**config.mk**
```make
export PLATFORM = sky130hd
export DESIGN_NAME = itrb_ctrl
export DESIGN_NICKNAME = d
export VERILOG_FILES = /design/src/itrb_pkg.sv /design/src/itrb_ctrl.sv
export SDC_FILE = /design/constraint.sdc
export NUM_CORES = 1
export LEC_CHECK = 0
export ABC_AREA = 1
export BUFFER_PORTS_ARGS = -buffer_cell sky130_fd_sc_hd__buf_2
export CAP_MARGIN = 20
export CORE_AREA = 5 5 42 44
export DETAILED_ROUTE_END_ITERATION = 16
export DIE_AREA = 0 0 47 49
export PLACE_DENSITY_LB_ADDON = 0.15
export SLEW_MARGIN = 10
export SYNTH_ARGS = -nofsm -noshare
export SYNTH_HDL_FRONTEND = slang
export SYNTH_SLANG_ARGS = --single-unit
```
**constraint.sdc**
```tcl
create_clock -name i_clk -period 2.02 [get_ports i_clk]
set_input_delay 0.202 -clock i_clk [delete_from_list [all_inputs] [get_ports i_clk]]
set_output_delay 0.202 -clock i_clk [all_outputs]
set_load 0.05 [all_outputs]
```
**src/itrb_pkg.sv**
```systemverilog
`timescale 1ns / 1ps
// shared constants and types for the interrupt and timer register block
// no dependencies

package itrb_pkg;

    localparam int DATA_W = 64;
    localparam int OFF_W  = 10;
    localparam int IDX_W  = 7;

    // item commands
    localparam logic [2:0] CMD_READ     = 3'd0;
    localparam logic [2:0] CMD_WRITE    = 3'd1;
    localparam logic [2:0] CMD_ASSERT   = 3'd2;
    localparam logic [2:0] CMD_DEASSERT = 3'd3;
    localparam logic [2:0] CMD_TICK     = 3'd4;

    // irq edge codes
    localparam logic [1:0] EDGE_NONE = 2'd0;
    localparam logic [1:0] EDGE_RISE = 2'd1;
    localparam logic [1:0] EDGE_FALL = 2'd2;

    // configuration register indexes
    localparam logic [1:0] CFG_HAS_GRAPHICS    = 2'd0;
    localparam logic [1:0] CFG_LARGE_BANKS     = 2'd1;
    localparam logic [1:0] CFG_BANKS_POPULATED = 2'd2;
    localparam logic [1:0] CFG_TIME_PER_TICK   = 2'd3;

    // word indexes
    localparam logic [IDX_W-1:0] W_REV   = 7'd0;
    localparam logic [IDX_W-1:0] W_CTRL  = 7'd1;
    localparam logic [IDX_W-1:0] W_STAT  = 7'd2;
    localparam logic [IDX_W-1:0] W_MASK  = 7'd3;
    localparam logic [IDX_W-1:0] W_SOFT  = 7'd4;
    localparam logic [IDX_W-1:0] W_HARD  = 7'd5;
    localparam logic [IDX_W-1:0] W_TIME  = 7'd7;
    localparam logic [IDX_W-1:0] W_BANK0 = 7'd65;

    // exact byte offsets with side effects
    localparam logic [OFF_W-1:0] OFF_CTRL = 10'h008;
    localparam logic [OFF_W-1:0] OFF_STAT = 10'h010;
    localparam logic [OFF_W-1:0] OFF_MASK = 10'h018;

    localparam logic [DATA_W-1:0] CTRL_ENDIAN   = 64'h100;
    localparam logic [DATA_W-1:0] BANK_BIG_FLAG = 64'h100;
    localparam int                HARD_RST_BIT  = 11;
    localparam logic [7:0]        REV_GFX       = 8'ha1;
    localparam logic [7:0]        REV_BASE      = 8'h11;
    localparam logic [3:0]        POP_RESET     = 4'd4;
    localparam logic [7:0]        TPT_RESET     = 8'd66;

    typedef struct packed {
        logic accept;   // item transfer this cycle, capture and read word memory
        logic commit;   // update state and load the output register
    } t_dp_cmd;

    typedef enum logic [1:0] {
        S_IDLE = 2'b01,
        S_EXEC = 2'b10
    } t_state;

endpackage

```
**src/itrb_ctrl.sv**
```systemverilog
`timescale 1ns / 1ps
// controller: item sequencing and output register valid flag
// depends on itrb_pkg

module itrb_ctrl (
    input  logic            i_clk,
    input  logic            i_rst_n,
    input  logic            i_in_valid,
    output logic            o_in_ready,
    output logic            o_out_valid,
    input  logic            i_out_ready,
    output itrb_pkg::t_dp_cmd o_dp_cmd
);
    import itrb_pkg::*;

    t_state r_state, n_state;
    logic   r_out_valid, n_out_valid;
    logic   accept, commit;

    always_comb begin
        accept      = i_in_valid && (r_state == S_IDLE);
        commit      = (r_state == S_EXEC) && (!r_out_valid || i_out_ready);
        n_state     = r_state;
        n_out_valid = r_out_valid;
        if (i_out_ready) begin
            n_out_valid = 1'b0;
        end
        case (r_state)
            S_IDLE: begin
                if (accept) begin
                    n_state = S_EXEC;
                end
            end
            S_EXEC: begin
                // wait here while an older result is still unclaimed
                if (commit) begin
                    n_state     = S_IDLE;
                    n_out_valid = 1'b1;
                end
            end
            default: begin
                n_state = S_IDLE;
            end
        endcase
    end

    always_ff @(posedge i_clk) begin
        if (!i_rst_n) begin
            r_state     <= S_IDLE;
            r_out_valid <= 1'b0;
        end else begin
            r_state     <= n_state;
            r_out_valid <= n_out_valid;
        end
    end

    assign o_in_ready      = (r_state == S_IDLE);
    assign o_out_valid     = r_out_valid;
    assign o_dp_cmd.accept = accept;
    assign o_dp_cmd.commit = commit;

endmodule

```
==> metrics.md <==
| Metric | Value |
|---|---|
| Synth warn | `0` |
| Hold Crit Class | `input port to register` |
| Netlist cell types | `10` |
| Reg power frac | `0.317` |
| Total global routing overflow | `0` |
| Layout cells sized above 1 | `0.517` |
| Clock latency on the worst-skew pair | `approximately 0.23 ns` |
| Number of global-route vias before repair | `around 150` |
| Most frequent cell after synthesis | `inv_1` |
| Htree depth | `1` |
| Postcts setup bufs | `0` |
| First-pass GRT wire length | `between 500 and 600 um` |
| Hold path depth | `2` |
| Mapped Cells | `20` |
| Seq/Total Area, Yosys | `0.387` |
| Max VDD drop | `around 0.17 mV` |
| CP Capture Type | `primary output` |
| Num CTS Buffers | `3` |
| FMAX | `0.774 GHz` |
| Post-Syn Nets | `24` |
| Hold buffers post-CTS | `0` |
| Via count | `130` |
| Slew Limit Fails | `0` |
| Rows | `14` |
| Clock sinks | `3` |
| Pleak | `0.000114 uW` |
| Iteration-0 DRC Markers | `0` |
| Nets | `34` |
| P_int | `~150 uW` |
| Worst rel slew slack | `0.834` |
| Yosys top cell area share | `0.387` |
| Starting density of the core | `0.111` |
| Setup tns final | `0 ns` |
| Total Routing Usage GR | `0.0380` |
| Status | `finished clean` |
| Die Wd | `47 um` |
| PwrDens | `between 900 and 1000 nW/um^2` |
| Clk root buf | `clkbuf_4` |
| Worst-Margin Slew | `roughly 0.25 ns` |
| TritonCTS clock tree | `built` |
| Vias/cell | `between 2 and 3` |
| FF+latch count, synth | `3` |
| RSZ-0062 raised after global routing | `no` |
| Post-DR wirelength/cell | `6.82 um` |
| Io pins | `8` |
| Reg2reg path depth | `5` |
| Avg Cell Area, Syn | `~7.8 um^2` |
| Clock network fraction of total power | `0.512` |
| Filler cells | `between 150 and 200` |
| Clk buf depth | `2` |
| Area growth, synth to finish | `42.7%` |
| Synth area leaders | `dfxtp_1 (39%), inv_1 (12%), buf_4 (9.7%)` |
| Synth area leader | `dfxtp_1` |
| Crit Path Category | `register to primary output` |
| DP Wirelength | `about 260 um` |
| Crit share post-route | `0.639` |
| Wirelength, routed | `307 um` |
| Clock period minus worst slack | `approximately 1.3 ns` |
| Design Power | `between 200 and 250 uW` |
| Residual DRC | `0` |
| Sw frac | `0.283` |
| P_sw | `~58 uW` |
| Routability cong. | `about 0.56` |
| Placed cells | `between 40 and 50` |
| Number of synthesized flops with an enable pin | `0` |
| Die Area | `2300 um^2` |
| Antenna Cells | `0` |
| Final Skew | `~0.0030 ns` |
| Antenna-violating nets left | `0` |
| Post-CTS sizing | `0` |
| Worst Path Arrival | `~1.1 ns` |
| Core area | `approximately 1400 um^2` |
| Clk slew on worst S/H paths | `0.04 ns` |
| Critical Path RT | `roughly 1.8 ns` |
| Max-cap violations | `0` |
| Endpoints failing setup | `0` |
| Fin cells | `45` |
| Logic pwr share | `0.171` |
| Port bufs | `7` |
| Async SR Flop Fraction | `0` |
| Initial antenna violation count | `0` |
| Final Hold Fails | `0` |
| Drt pass-1 iters | `1` |
| Predominant post-synthesis flop cell | `dfxtp_1` |
| Synthesized area | `155 um^2` |
| CP max FO | `4` |
| Setup crit start kind | `register` |
| Die Span Y | `slightly below 50 um` |
| Largest net degree at the start of global routing | `5` |
| Commonest cells post-synth | `inv_1 (5), dfxtp_1 (3), nand2_1 (3), buf_4 (2), nor2_2 (2)` |
## metrics by stage
| stage | utilization | area (um^2) | worst slack (ns) | hold WS (ns) |
|---|---|---|---|---|
| after floorplan | - | 155 | 0.731 | 0.271 |
| after global placement | 0.139 | 195 | 0.977 | 0.401 |
| after detailed placement | 0.139 | 195 | 0.974 | 0.398 |
| after CTS | 0.158 | 221 | 0.712 | 0.147 |
| after global routing | 0.158 | 221 | 0.631 | 0.168 |
| final | 0.158 | 221 | 0.729 | 0.157 |
## cells by family after synthesis
| group | synth area share |
|---|---|
| buf+inv | 0.218 |
| compound gates | 0.105 |
| simple gates | 0.290 |
| flops | 0.387 |
## cell usage in the layout (no fill, tap or decap)
master,Yosys,layout
a21oi_2,1,1
buf_2,0,7
clkbuf_1,0,1
clkbuf_4,0,3
dfxtp_1,3,3
inv_1,5,5
nand2_1,3,3
nand2_2,1,1
nand3_2,1,1
nor2_2,2,2
nor3_1,1,1
o21a_1,1,1
## critical path, stage by stage, from the launching register on
cell and delay (ns):
dfxtp_1 0.29, inv_1 0.07, nor3_1 0.19, buf_2 0.30
## state kept, by name, summed over array words and instances (netlist names)
register and flops:
o_out_valid 1, r_state 2
## layer usage
metal | global-route usage | vias up | part of all wire
li1 | - | 74 | -
met3 | 0.0406 | 0 | 0.18
met5 | 0 | - | 0
met4 | 0.0415 | 0 | 0
met1 | 0.0374 | 51 | 0.39
met2 | 0.0385 | 5 | 0.43
## cell type report
cell class	count	area, um^2	share of cell area
Clock buffer	4	26.3	0.119
Inverter	5	18.8	0.0847
Multi-Input combinational cell	10	61.3	0.277
Sequential cell	3	60.1	0.271
Tap cell	16	20.0	0.0904
Timing Repair Buffer	7	35.0	0.158
## path summary, 6_finish.rpt
kind / end / slack (ns) / startpoint
worst max-delay path: o_dp_cmd[0] / 0.73 / r_state[1]$_SDFFE_PN0P_
worst min-delay path: r_state[0]$_SDFFE_PN1P_ / 0.16 / i_rst_n
worst max register to register: r_state[0]$_SDFFE_PN1P_ / 1.24 / o_out_valid$_SDFF_PN0_
worst min register to register: r_state[1]$_SDFFE_PN0P_ / 0.55 / r_state[0]$_SDFFE_PN1P_
## power by group through the flow
stage | logic, uW | registers [uW] | clock network (uW)
6_report | 34.8 | 64.4 | 104
5_1_grt | 38.0 | 64.7 | 115
4_1_cts | 35.5 | 64.5 | 112
3_5_place_dp | 35.5 | 65.4 | 0
3_3_place_gp | 35.4 | 65.4 | 0
2_1_floorplan | 27.9 | 66.3 | 0
Note: power is estimated with default switching activity, not from simulation.
